===== src/rtl/b64e_pkg.sv =====
// Shared types, constants and the character encoding function of the base64 encoder.
package b64e_pkg;

   localparam int COUNT_BITS_DEF = 24;
   localparam int LIMIT_BITS = 24;
   localparam logic [LIMIT_BITS-1:0] LIMIT_RESET = '1;

   localparam int MAX_RESULTS = 4;
   localparam int QUEUE_DEPTH = 2;
   localparam int PTR_BITS = $clog2(QUEUE_DEPTH);
   localparam int FILL_BITS = $clog2(QUEUE_DEPTH + 1);

   localparam logic [7:0] PAD_CHAR = 8'h3D;
   localparam logic [7:0] ERR_CHAR = 8'h00;
   localparam logic [7:0] ASCII_UPPER_A = 8'h41;
   localparam logic [7:0] ASCII_LOWER_A = 8'h61;
   localparam logic [7:0] ASCII_ZERO = 8'h30;
   localparam logic [7:0] ASCII_PLUS = 8'h2B;
   localparam logic [7:0] ASCII_SLASH = 8'h2F;

   localparam logic [2:0] HELD_NONE = 3'd0;
   localparam logic [2:0] HELD_TWO = 3'd2;
   localparam logic [2:0] HELD_FOUR = 3'd4;

   typedef struct packed {
      logic [MAX_RESULTS-1:0][7:0] chars;
      logic [2:0]                  cnt;
      logic                        eom;
      logic                        err;
   } job_type;

   function automatic logic [7:0] encode_char(input logic [5:0] v);
      logic [7:0] code;
      if (v < 6'd26) begin
         code = {2'b00, v} + ASCII_UPPER_A;
      end else if (v < 6'd52) begin
         code = {2'b00, v} - 8'd26 + ASCII_LOWER_A;
      end else if (v < 6'd62) begin
         code = {2'b00, v} - 8'd52 + ASCII_ZERO;
      end else if (v == 6'd62) begin
         code = ASCII_PLUS;
      end else begin
         code = ASCII_SLASH;
      end
      return code;
   endfunction

endpackage


===== src/rtl/b64e_front.sv =====
// Front end: accepts message bytes, tracks message state and builds result jobs.
module b64e_front #(
   parameter int COUNT_BITS = b64e_pkg::COUNT_BITS_DEF
) (
   input  logic                            clock,
   input  logic                            reset,
   input  logic                            req_tvalid,
   output logic                            req_tready,
   input  logic [7:0]                      req_tdata,
   input  logic                            req_tlast,
   input  logic [b64e_pkg::LIMIT_BITS-1:0] limit,
   input  logic                            queue_full,
   output logic                            push,
   output b64e_pkg::job_type               job
);

   localparam int CmpBits =
      ((COUNT_BITS > b64e_pkg::LIMIT_BITS) ? COUNT_BITS : b64e_pkg::LIMIT_BITS) + 1;

   logic [3:0]            leftover_ff, leftover_in;
   logic [2:0]            held_ff, held_in;
   logic [COUNT_BITS-1:0] chars_ff, chars_in;
   logic                  drop_ff, drop_in;

   logic                  accept;
   logic [11:0]           acc;
   logic [5:0]            grp0, grp1, flush_grp;
   logic [2:0]            nc, rem, m0, total, e;
   logic [3:0]            rem_bits;
   logic [1:0]            sum2, pad;
   logic [COUNT_BITS-1:0] chars_p1, chars_pm;
   logic                  fit0, fit1, fit_pad;
   logic                  ovf;

   assign req_tready = !queue_full;
   assign accept = req_tvalid && req_tready;
   assign acc = {leftover_ff, req_tdata};

   always_comb begin
      grp0 = acc[7:2];
      grp1 = acc[5:0];
      flush_grp = {acc[1:0], 4'b0000};
      nc = 3'd1;
      rem = b64e_pkg::HELD_TWO;
      rem_bits = {2'b00, acc[1:0]};
      unique case (held_ff)
         b64e_pkg::HELD_TWO: begin
            grp0 = acc[9:4];
            flush_grp = {acc[3:0], 2'b00};
            rem = b64e_pkg::HELD_FOUR;
            rem_bits = acc[3:0];
         end
         b64e_pkg::HELD_FOUR: begin
            grp0 = acc[11:6];
            nc = 3'd2;
            rem = b64e_pkg::HELD_NONE;
            rem_bits = 4'b0000;
         end
         default: begin
         end
      endcase
   end

   always_comb begin
      m0 = (nc == 3'd2 || req_tlast) ? 3'd2 : 3'd1;
      sum2 = chars_ff[1:0] + m0[1:0];
      pad = 2'b00 - sum2;
      total = req_tlast ? (m0 + {1'b0, pad}) : m0;
      chars_p1 = chars_ff + COUNT_BITS'(1);
      chars_pm = chars_ff + COUNT_BITS'(m0);
      fit0 = (CmpBits'(chars_ff) + CmpBits'(1)) <= CmpBits'(limit);
      fit1 = (CmpBits'(chars_p1) + CmpBits'(1)) <= CmpBits'(limit);
      fit_pad = (CmpBits'(chars_pm) + CmpBits'(pad)) <= CmpBits'(limit);
      priority if (!fit0) begin
         e = 3'd0;
      end else if (m0 == 3'd2 && !fit1) begin
         e = 3'd1;
      end else begin
         e = m0;
      end
      ovf = (e != m0) || (req_tlast && pad != 2'b00 && !fit_pad);
   end

   always_comb begin
      job.chars[0] = b64e_pkg::encode_char(grp0);
      job.chars[1] = (nc == 3'd2) ? b64e_pkg::encode_char(grp1)
                                  : b64e_pkg::encode_char(flush_grp);
      job.chars[2] = b64e_pkg::PAD_CHAR;
      job.chars[3] = b64e_pkg::PAD_CHAR;
      if (ovf) begin
         job.chars[e[1:0]] = b64e_pkg::ERR_CHAR;
      end
      job.cnt = ovf ? (e + 3'd1) : total;
      job.eom = ovf || req_tlast;
      job.err = ovf;
      push = accept && !drop_ff;
   end

   always_comb begin
      leftover_in = leftover_ff;
      held_in = held_ff;
      chars_in = chars_ff;
      drop_in = drop_ff;
      if (accept) begin
         priority if (drop_ff) begin
            if (req_tlast) begin
               drop_in = 1'b0;
            end
         end else if (ovf || req_tlast) begin
            leftover_in = 4'b0000;
            held_in = b64e_pkg::HELD_NONE;
            chars_in = '0;
            drop_in = ovf && !req_tlast;
         end else begin
            leftover_in = rem_bits;
            held_in = rem;
            chars_in = chars_ff + COUNT_BITS'(nc);
         end
      end
   end

   always_ff @(posedge clock) begin
      if (reset) begin
         leftover_ff <= 4'b0000;
         held_ff <= b64e_pkg::HELD_NONE;
         chars_ff <= '0;
         drop_ff <= 1'b0;
      end else begin
         leftover_ff <= leftover_in;
         held_ff <= held_in;
         chars_ff <= chars_in;
         drop_ff <= drop_in;
      end
   end

endmodule


===== src/rtl/b64e_queue.sv =====
// Job queue between the front end and the back end.
module b64e_queue (
   input  logic              clock,
   input  logic              reset,
   input  logic              push,
   input  b64e_pkg::job_type push_job,
   output logic              full,
   input  logic              pop,
   output logic              head_valid,
   output b64e_pkg::job_type head_job
);

   b64e_pkg::job_type                  mem_ff [b64e_pkg::QUEUE_DEPTH];
   logic [b64e_pkg::PTR_BITS-1:0]      wr_ff, wr_in, rd_ff, rd_in;
   logic [b64e_pkg::FILL_BITS-1:0]     fill_ff, fill_in;

   localparam logic [b64e_pkg::PTR_BITS-1:0] LastPtr =
      b64e_pkg::PTR_BITS'(b64e_pkg::QUEUE_DEPTH - 1);

   assign full = fill_ff == b64e_pkg::FILL_BITS'(b64e_pkg::QUEUE_DEPTH);
   assign head_valid = fill_ff != '0;
   assign head_job = mem_ff[rd_ff];

   always_comb begin
      wr_in = wr_ff;
      rd_in = rd_ff;
      fill_in = fill_ff;
      if (push) begin
         wr_in = (wr_ff == LastPtr) ? '0 : wr_ff + 1'b1;
      end
      if (pop) begin
         rd_in = (rd_ff == LastPtr) ? '0 : rd_ff + 1'b1;
      end
      if (push && !pop) begin
         fill_in = fill_ff + 1'b1;
      end else if (pop && !push) begin
         fill_in = fill_ff - 1'b1;
      end
   end

   always_ff @(posedge clock) begin
      if (push) begin
         mem_ff[wr_ff] <= push_job;
      end
   end

   always_ff @(posedge clock) begin
      if (reset) begin
         wr_ff <= '0;
         rd_ff <= '0;
         fill_ff <= '0;
      end else begin
         wr_ff <= wr_in;
         rd_ff <= rd_in;
         fill_ff <= fill_in;
      end
   end

endmodule


===== src/rtl/b64e_back.sv =====
// Back end: walks each job and sends its characters one beat per cycle while rsp_tready is high.
module b64e_back (
   input  logic              clock,
   input  logic              reset,
   input  logic              q_valid,
   input  b64e_pkg::job_type q_job,
   output logic              q_pop,
   output logic              rsp_tvalid,
   input  logic              rsp_tready,
   output logic [7:0]        rsp_tdata,
   output logic              rsp_tlast,
   output logic              rsp_tuser
);

   logic [1:0] idx_ff, idx_in;
   logic       valid_ff, valid_in;
   logic [7:0] data_ff, data_in;
   logic       eom_ff, eom_in;
   logic       err_ff, err_in;
   logic       load, tail;

   assign tail = ({1'b0, idx_ff} + 3'd1) == q_job.cnt;
   assign load = q_valid && (!valid_ff || rsp_tready);
   assign q_pop = load && tail;

   assign rsp_tvalid = valid_ff;
   assign rsp_tdata = data_ff;
   assign rsp_tlast = eom_ff;
   assign rsp_tuser = err_ff;

   always_comb begin
      idx_in = idx_ff;
      valid_in = valid_ff && !rsp_tready;
      data_in = data_ff;
      eom_in = eom_ff;
      err_in = err_ff;
      if (load) begin
         valid_in = 1'b1;
         data_in = q_job.chars[idx_ff];
         eom_in = tail && q_job.eom;
         err_in = tail && q_job.err;
         idx_in = tail ? 2'd0 : idx_ff + 2'd1;
      end
   end

   always_ff @(posedge clock) begin
      data_ff <= data_in;
      eom_ff <= eom_in;
      err_ff <= err_in;
   end

   always_ff @(posedge clock) begin
      if (reset) begin
         idx_ff <= 2'd0;
         valid_ff <= 1'b0;
      end else begin
         idx_ff <= idx_in;
         valid_ff <= valid_in;
      end
   end

endmodule


===== src/rtl/base64_encoder.sv =====
// Streaming base64 encoder (standard alphabet, '=' padding) with a per-message output limit.
// Each accepted byte turns into one or two characters, and up to four on the last byte of a
// message (flush character plus '=' padding); a limit overflow ends the message with one
// error beat (tuser high, tlast high) and the rest of that message's bytes are dropped
// without output. The front end takes a byte every cycle while its two-entry job queue has
// room; the back end sends one character per cycle while rsp_tready is high, so the
// sustained rate is set by the output port: one to four characters per byte, about four
// characters per three bytes of a long message. Jobs are queued; beats are registered.
// The output limit is written on the csr port between bytes and applies from the next byte.
module base64_encoder #(
   parameter int COUNT_BITS = b64e_pkg::COUNT_BITS_DEF
) (
   input  logic                            clock,
   input  logic                            reset,
   input  logic                            req_tvalid,
   output logic                            req_tready,
   input  logic [7:0]                      req_tdata,  // data_byte
   input  logic                            req_tlast,
   output logic                            rsp_tvalid,
   input  logic                            rsp_tready,
   output logic [7:0]                      rsp_tdata,  // char_code
   output logic                            rsp_tlast,
   output logic                            rsp_tuser,  // overflow_error
   input  logic                            csr_valid,
   output logic                            csr_ready,
   input  logic [b64e_pkg::LIMIT_BITS-1:0] csr_data
);

   logic [b64e_pkg::LIMIT_BITS-1:0] limit_ff, limit_in;
   logic                            push, q_full, q_pop, q_valid;
   b64e_pkg::job_type               push_job, head_job;

   assign csr_ready = 1'b1;
   assign limit_in = (csr_valid && csr_ready) ? csr_data : limit_ff;

   always_ff @(posedge clock) begin
      if (reset) begin
         limit_ff <= b64e_pkg::LIMIT_RESET;
      end else begin
         limit_ff <= limit_in;
      end
   end

   b64e_front #(.COUNT_BITS(COUNT_BITS)) u_front (
      .clock      (clock),
      .reset      (reset),
      .req_tvalid (req_tvalid),
      .req_tready (req_tready),
      .req_tdata  (req_tdata),
      .req_tlast  (req_tlast),
      .limit      (limit_ff),
      .queue_full (q_full),
      .push       (push),
      .job        (push_job)
   );

   b64e_queue u_queue (
      .clock      (clock),
      .reset      (reset),
      .push       (push),
      .push_job   (push_job),
      .full       (q_full),
      .pop        (q_pop),
      .head_valid (q_valid),
      .head_job   (head_job)
   );

   b64e_back u_back (
      .clock      (clock),
      .reset      (reset),
      .q_valid    (q_valid),
      .q_job      (head_job),
      .q_pop      (q_pop),
      .rsp_tvalid (rsp_tvalid),
      .rsp_tready (rsp_tready),
      .rsp_tdata  (rsp_tdata),
      .rsp_tlast  (rsp_tlast),
      .rsp_tuser  (rsp_tuser)
   );

   a_no_push_when_full: assert property (@(posedge clock) disable iff (reset)
      !(push && q_full))
      else $error("job pushed into a full queue");

   a_pop_needs_job: assert property (@(posedge clock) disable iff (reset)
      q_pop |-> q_valid)
      else $error("queue popped while empty");

   a_error_ends_message: assert property (@(posedge clock) disable iff (reset)
      (rsp_tvalid && rsp_tuser) |-> rsp_tlast)
      else $error("overflow beat without end of message");

endmodule


===== config.mk =====
export PLATFORM = sky130hd
export DESIGN_NAME = base64_encoder
export DESIGN_NICKNAME = d
export VERILOG_FILES = /design/src/rtl/b64e_pkg.sv /design/src/rtl/b64e_front.sv /design/src/rtl/b64e_queue.sv /design/src/rtl/b64e_back.sv /design/src/rtl/base64_encoder.sv
export SDC_FILE = /design/constraint.sdc
export NUM_CORES = 1
export LEC_CHECK = 0
export BUFFER_PORTS_ARGS = -buffer_cell sky130_fd_sc_hd__buf_2
export CAP_MARGIN = 10
export CORE_ASPECT_RATIO = 2
export CORE_UTILIZATION = 58
export CTS_CLUSTER_SIZE = 10
export DETAILED_ROUTE_END_ITERATION = 6
export PLACE_DENSITY = 0.8
export SYNTH_ARGS = -nofsm -noshare
export SYNTH_HDL_FRONTEND = slang
export SYNTH_SLANG_ARGS = --single-unit

===== constraint.sdc =====
create_clock -name clock -period 16.16 [get_ports clock]
set_input_delay 1.616 -clock clock [delete_from_list [all_inputs] [get_ports clock]]
set_output_delay 1.616 -clock clock [all_outputs]
set_load 0.02 [all_outputs]

-- After elaboration in Yosys (flattened, before gate mapping)
Memory sizes are Yosys's and may differ from the RTL's. A register that Yosys moved wholly into a read port is not among the register bits.
Index checks and enable logic that the tools add are counted.
- memories kept: 1
- memory bits (writable): 74
- word-level logic and storage cells: 148
- flip-flop bits (word level): 73
- bits of input ports: 38
- memory list (name ; words ; bits a word ; read ports ; clocked after memory_dff ; wr ports ; line ; text):
    u_queue.mem_ff ; 2 ; 37 ; 1 ; 1 ; 1 ; b64e_queue.sv:13 ; b64e_pkg::job_type mem_ff [b64e_pkg::QUEUE_DEPTH];
- reduce and logical (&&, ||, !) cells: 31
- muxes and demuxes: 44
- add/sub/neg operators: 31
- magnitude comparators: 15
- equality and inequality tests: 10
- bitwise operators: 3
- operators by type and width (cell ; number):
    $mux 8 ; 12
    $le 25x24->1 ; 3
    $add 24x1->25 const B ; 2
    $lt 6x6->1 const B ; 6
    $and 30x32->32 ; 1
    $mux 32 ; 1
    $not 32->32 ; 1
    $add 24x2->25 ; 1
    $add 24x1->24 const B ; 1
    $add 24x2->24 ; 1
    $add 24x3->24 ; 1
    $add 6x7->8 const B ; 3
    $add 8x6->8 const B ; 3
    $add 8x7->8 const B ; 3
    $mux 24 ; 1
    $mux 3 ; 8
    $sub 6x5->7 const B ; 3
    $sub 6x6->7 const B ; 3
    $eq 6x6->1 const B ; 3
    $lt 6x5->1 const B ; 3
    $bmux 8 s2 ; 1
    $demux 8 s2 ; 1
    $logic_and 1x1->1 ; 14
    $pmux 6 s2 ; 1
    other kinds (26) ; 57

-- Logic depth before layout (Yosys ltp)
- depth after elaboration: 16
- mapped depth: 25

-- Hierarchy
A second synthesis with hierarchy kept.
- cells, all modules: 1238
- area, all modules: 11637.4 um^2
- by module, submodules not included (module ; seq. area each (um^2) ; area each (um^2) ; times used ; cells each):
    b64e_front ; 620.6 ; 7153.1 ; 1 ; 978
    b64e_queue ; 2322.2 ; 2887.8 ; 1 ; 137
    base64_encoder ; 480.5 ; 908.4 ; 1 ; 81
    b64e_back ; 360.3 ; 688.2 ; 1 ; 42

-- Worst setup path after synthesis
No wires, ideal clock.
- kind: input-to-reg
- start point: in req_tlast
- end point: mem u_queue.mem_ff[0][3] (netlist name) (data pin)
- stages: 22
- arrival time: 6.364 ns
- path buffers: 2
- path slack: 9.530 ns
- required time: 15.894 ns
- cell sequence: buf_2 -> or2_2 -> clkbuf_1 -> inv_1 -> nand2_1 -> fa_1 -> nand3b_1 -> nor3_1 -> xnor2_1 -> a2111o_1 -> or2_1 -> or4_4 -> nor2_1 -> xnor2_1 -> ha_1 -> a21o_1 -> a21oi_1 -> o31a_1 -> nor3b_1 -> nand3b_1 -> nand4_4 -> mux2_1
- RTL lines (item ; line ; text):
    start, declared ; base64_encoder.sv:18 ; input logic req_tlast,
    end, declared ; b64e_queue.sv:13 ;

==> impl_summary.md <==
Synthesis
In this run, synthesis produced a sequential element count of 119. Yosys printed 0 warnings. The number of library cell types mapped by synthesis is 86. The most instantiated flip-flop cell in the synthesis netlist is dfxtp_1. In this run the biggest area consumer among cell types represents 16.52% of the synthesized area. The biggest area contributor in the post-synthesis netlist is edfxtp_1.

Summing every instance area after synthesis gives 10180 µm². In the synthesized netlist, the number of instances is ~1.2k. The sequential fraction of the synthesis area is between 20 and 30%. The synthesized design contains 56 enable-type register cells.

In this run the mean area of a mapped cell was 8.694 µm². After synthesis, the cell types taking the most area are edfxtp_1, ha_1, dfxtp_1, xnor2_1, nand2_1. The share of synthesized registers carrying an async set or reset is 0%. The net count after synthesis is 1325.

Pwr
The switching share of total power is 34.84%. Registers are responsible for 37.0% of the overall power. Across the VDD grid, the largest voltage drop is about 93 µV. The relative contribution of the clock network to total power is 35.6%. The internal power is 0.0007288 W.

In this run the power spent charging and discharging nets is 0.0003897 W. Summed over all cells, the static leakage comes to 4.561 nW. The areal power density over the cells is 101.2 nW/µm². Combinational logic is responsible for between 20% and 30% of the overall power.

Finish
The post-route netlist has between 10% and 20% of its cells at a drive strength greater than 1. After the last flow step, the layout net total stands at 1335. The layout overhead on the synthesized area is 8.590%. The number of antenna cells inserted is 0. The number of filler cells placed in the layout is 1471.

Clock network
Counting along the longest clock path gives a buffer depth of 2. The post-CTS setup repair buffer count is 0. The clock reaches the later pin of the worst-skew pair after between 0.4 and 0.5 ns. The post-CTS resize count is 0.

The cell sitting at the root of the clock tree is a clkbuf_16. The number of hold buffers added after CTS was 0. The clock-pin transition on the worst setup and hold timing paths is approximately 0.07 ns. The CTS tree is yes. In this run, CTS created clock tree buffers numbering 17.

The clock tree synthesis step divided the H-tree into 4 levels. The CTS sink count is 119.

Floorplanning
Once the floorplan was initialized, standard cells occupied 59.24% of the core. The overall die height is 189.4 µm. Row generation in the floorplan step produced 68 rows.

The total area inside the core boundary comes to 17190 µm². The area enclosed by the die boundary is roughly 18000 µm². The number of ports placed on the die boundary is 51.

The die span in x is 95.69 µm.

Critical path
The nature of the critical path startpoint is an input pin. In this run the register-to-register setup slack is 8.98 ns. The class of the most critical setup path is input pin to register.

Measured in cells, the most critical reg-to-reg path has a length of 22. Data arrives at the worst endpoint at roughly 7.4 ns. The critical path starts at req_tlast. The startpoint of the worst-slack reg-to-reg timing path is u_front.chars_ff[0]$_SDFFE_PP0P_. The worst setup path is captured at a register. The endpoint identified for the worst register-to-register timing path is u_queue.mem_ff[0][14]$_DFFE_PP_. The required time at the worst-slack endpoint is 16.34 ns. Along the worst path, the maximum fanout reaches 11.

Drt
In the final routed layout, each cell accounts on average for 20.90 µm. Summed over all layers, the routed wires come to 29.34 mm. The violation count after the first detailed-route iteration is slightly below 500. The number of vias after detailed routing is 9008.

The per-cell via count in the routed design is 6.416. For this run, design rule violations remaining after detail routing come to 0. The number of optimization iterations in the first detailed-route pass is 6. In this run the remaining antenna-violating nets after routing total 0.

STA
Derived from the worst setup path, the maximum achievable clock frequency is 138.1 MHz. The total count of max-transition violations in the final report is 0. The accumulated negative setup slack is 0 ns. The number of endpoints failing setup at the final stage is 0.

The number of hold violations in the final report is 0. Clock skew on the completed layout was measured at around 0.013 ns. In this run the tightest slew margin relative to its limit is 18.45%. The final critical-path required period is 7.242 ns.

Hold is met by 0.4833 ns. In the finished design, the share of the clock period the worst path needs comes to 44.81%. For the pin with the worst max-slew slack, the measured transition is 1.192 ns.

Setup repair after global routing left no endpoint under its margin.

Min path
The class of the worst hold path is register to register. The startpoint identified for the worst hold timing path is u_front.leftover_ff[3]$_SDFFE_PP0P_. The worst hold path was traced through 2 stages. The worst hold path terminates at u_front.leftover_ff[3]$_SDFFE_PP0P_.

Job
The total of max-cap violations is 0.

Global routing
Entering global routing, the biggest net connects 48 pins. The first-pass GRT wire length is 46.04 mm. The number of antenna violations at the first check in global routing came to 1. For this run the aggregate overflow at the end of global routing stands at 0. The number of global-route vias before repair was 9066. The overall track demand over capacity in global routing is 34.14%.

Place
After legalization and detailed placement, the total HPWL measured between 20 and 25 mm. The number of buffers added on ports is 49. At the end of routability-driven placement, the weighted congestion stood at between 0.9 and 1.

Outcome
The run finished with clean final reports.
-- final cells by class --
type / instances / area, µm² / share of cell area, %
clock buffer: 17 / 425.4 / 3.848
tap: 210 / 262.8 / 2.377
clock inverter: 15 / 180.2 / 1.630
inverter: 74 / 277.8 / 2.512
timing repair buffer: 55 / 290.3 / 2.626
sequential: 119 / 2943 / 26.62
multi-input combinational: 914 / 6676 / 60.39
-- routing by layer --
layer  vias up  global-route usage, %  share of wire (%)
li1       4240                      -                  -
met1      4270                  29.75                 32
met2       336                  61.24                 53
met3       160                  7.952                5.2
met4         2                  31.40                9.5
met5         -                      0              0.051
-- synthesized netlist by cell type, types with 6 or more instances --
cell type,instances
a211oi_1,35
a21o_1,9
a21oi_1,60
a22oi_1,7
a31oi_1,8
and2_1,10
and3_1,8
buf_1,9
buf_2,9
buf_4,8
clkbuf_1,37
dfxtp_1,63
edfxtp_1,56
ha_1,113
inv_1,72
mux2i_1,11
mux4_2,9
nand2_1,125
nand2b_1,7
nand3_1,25
nand4_1,30
nor2_1,92
nor2b_1,14
nor3_1,18
nor4_1,15
o211ai_1,31
o21a_1,9
o21ai_0,49
o221ai_1,6
or3_1,7
xnor2_1,81
xor2_1,44
-- registers in the layout, indices dropped and copies added (netlist names), named ones only --
signal	cells
u_back.rsp_tvalid	1
u_back.rsp_tlast	1
limit_ff	24
u_back.rsp_tuser	1
u_front.drop_ff	1
u_back.rsp_tdata	8
u_queue.fill_ff	2
u_front.held_ff	2
u_queue.mem_ff	46
u_front.chars_ff	24
u_back.idx_ff	2
u_queue.rd_ff	1
u_queue.wr_ff	1
u_front.leftover_ff	4
-- per-stage QoR --
stage          power (W)  setup slack [ns]  cell area [µm²]  instances  util, %
2_1_floorplan  0.0006249             9.530            10180       1171        -
3_3_place_gp   0.0007050             8.808            10450       1372    60.80
3_5_place_dp   0.0007151             8.638            10450       1372    60.80
4_1_cts         0.001113             9.075            11060       1404    64.33
5_1_grt         0.001163             8.685            11060       1404    64.33
6_report        0.001119             8.918            11060       1404    64.33
-- critical path, stage by stage --
cell,delay (ns)
buf_2,0.15
or2_2,0.36
inv_1,0.18
nand2_1,0.09
fa_1,0.57
nand3b_1,0.35
nor3_1,0.28
xnor2_1,0.14
a2111o_1,0.48
or2_1,0.29
nor4_1,0.63
nand2_1,0.14
xor2_1,0.17
ha_1,0.19
a21o_1,0.15
a21o_1,0.17
a21oi_1,0.15
o31a_1,0.18
nor3b_1,0.18
nand3b_1,0.34
nand4_4,0.22
mux2_1,0.39
-- power groups by stage --
stage / clock network [W] / registers [W] / logic (W)
floorplan: 0 / 0.000418 / 0.000206
global placement: 0 / 0.000416 / 0.000289
detailed placement: 0 / 0.000418 / 0.000297
CTS: 0.000398 / 0.000413 / 0.000301
global route: 0.000410 / 0.000418 / 0.000335
finish: 0.000398 / 0.000413 / 0.000307
-- layout by cell type (no fill, tap or decap), types with 15 or more instances in the layout --
cell / n
xor2_1: 44
nor2_1: 92
nand3_1: 25
nor3_1: 17
a21oi_1: 60
clkbuf_16: 17
dfxtp_1: 63
o21ai_0: 49
edfxtp_1: 56
inv_1: 72
nor4_1: 15
a211oi_1: 35
ha_1: 113
o211ai_1: 31
nand4_1: 30
nand2_1: 125
xnor2_1: 81
buf_2: 49
-- worst max path at each step --
stage / to / slack (ns)
after floorplan: u_queue.mem_ff[0][3]$_DFFE_PP_ / 9.53
after global placement: u_queue.mem_ff[0][3]$_DFFE_PP_ / 8.81
after detailed placement: u_queue.mem_ff[0][3]$_DFFE_PP_ / 8.64
after CTS: u_queue.mem_ff[1][3]$_DFFE_PP_ / 9.08
after global routing: u_queue.mem_ff[0][3]$_DFFE_PP_ / 8.69
final: u_queue.mem_ff[1][3]$_DFFE_PP_ / 8.92
-- logic make-up after synthesis --
family                     synth area share, %
buffers and inverters                    5.567
xor gates and xnor gates                 10.91
adders and majority gates                14.58
and+or+nand+nor                          19.70
muxes                                    3.294
other                                  0.03683
DFF                                      28.90
AOI/OAI and AO/OA                        17.01
No activity file was read; power rests on OpenSTA's default activity.
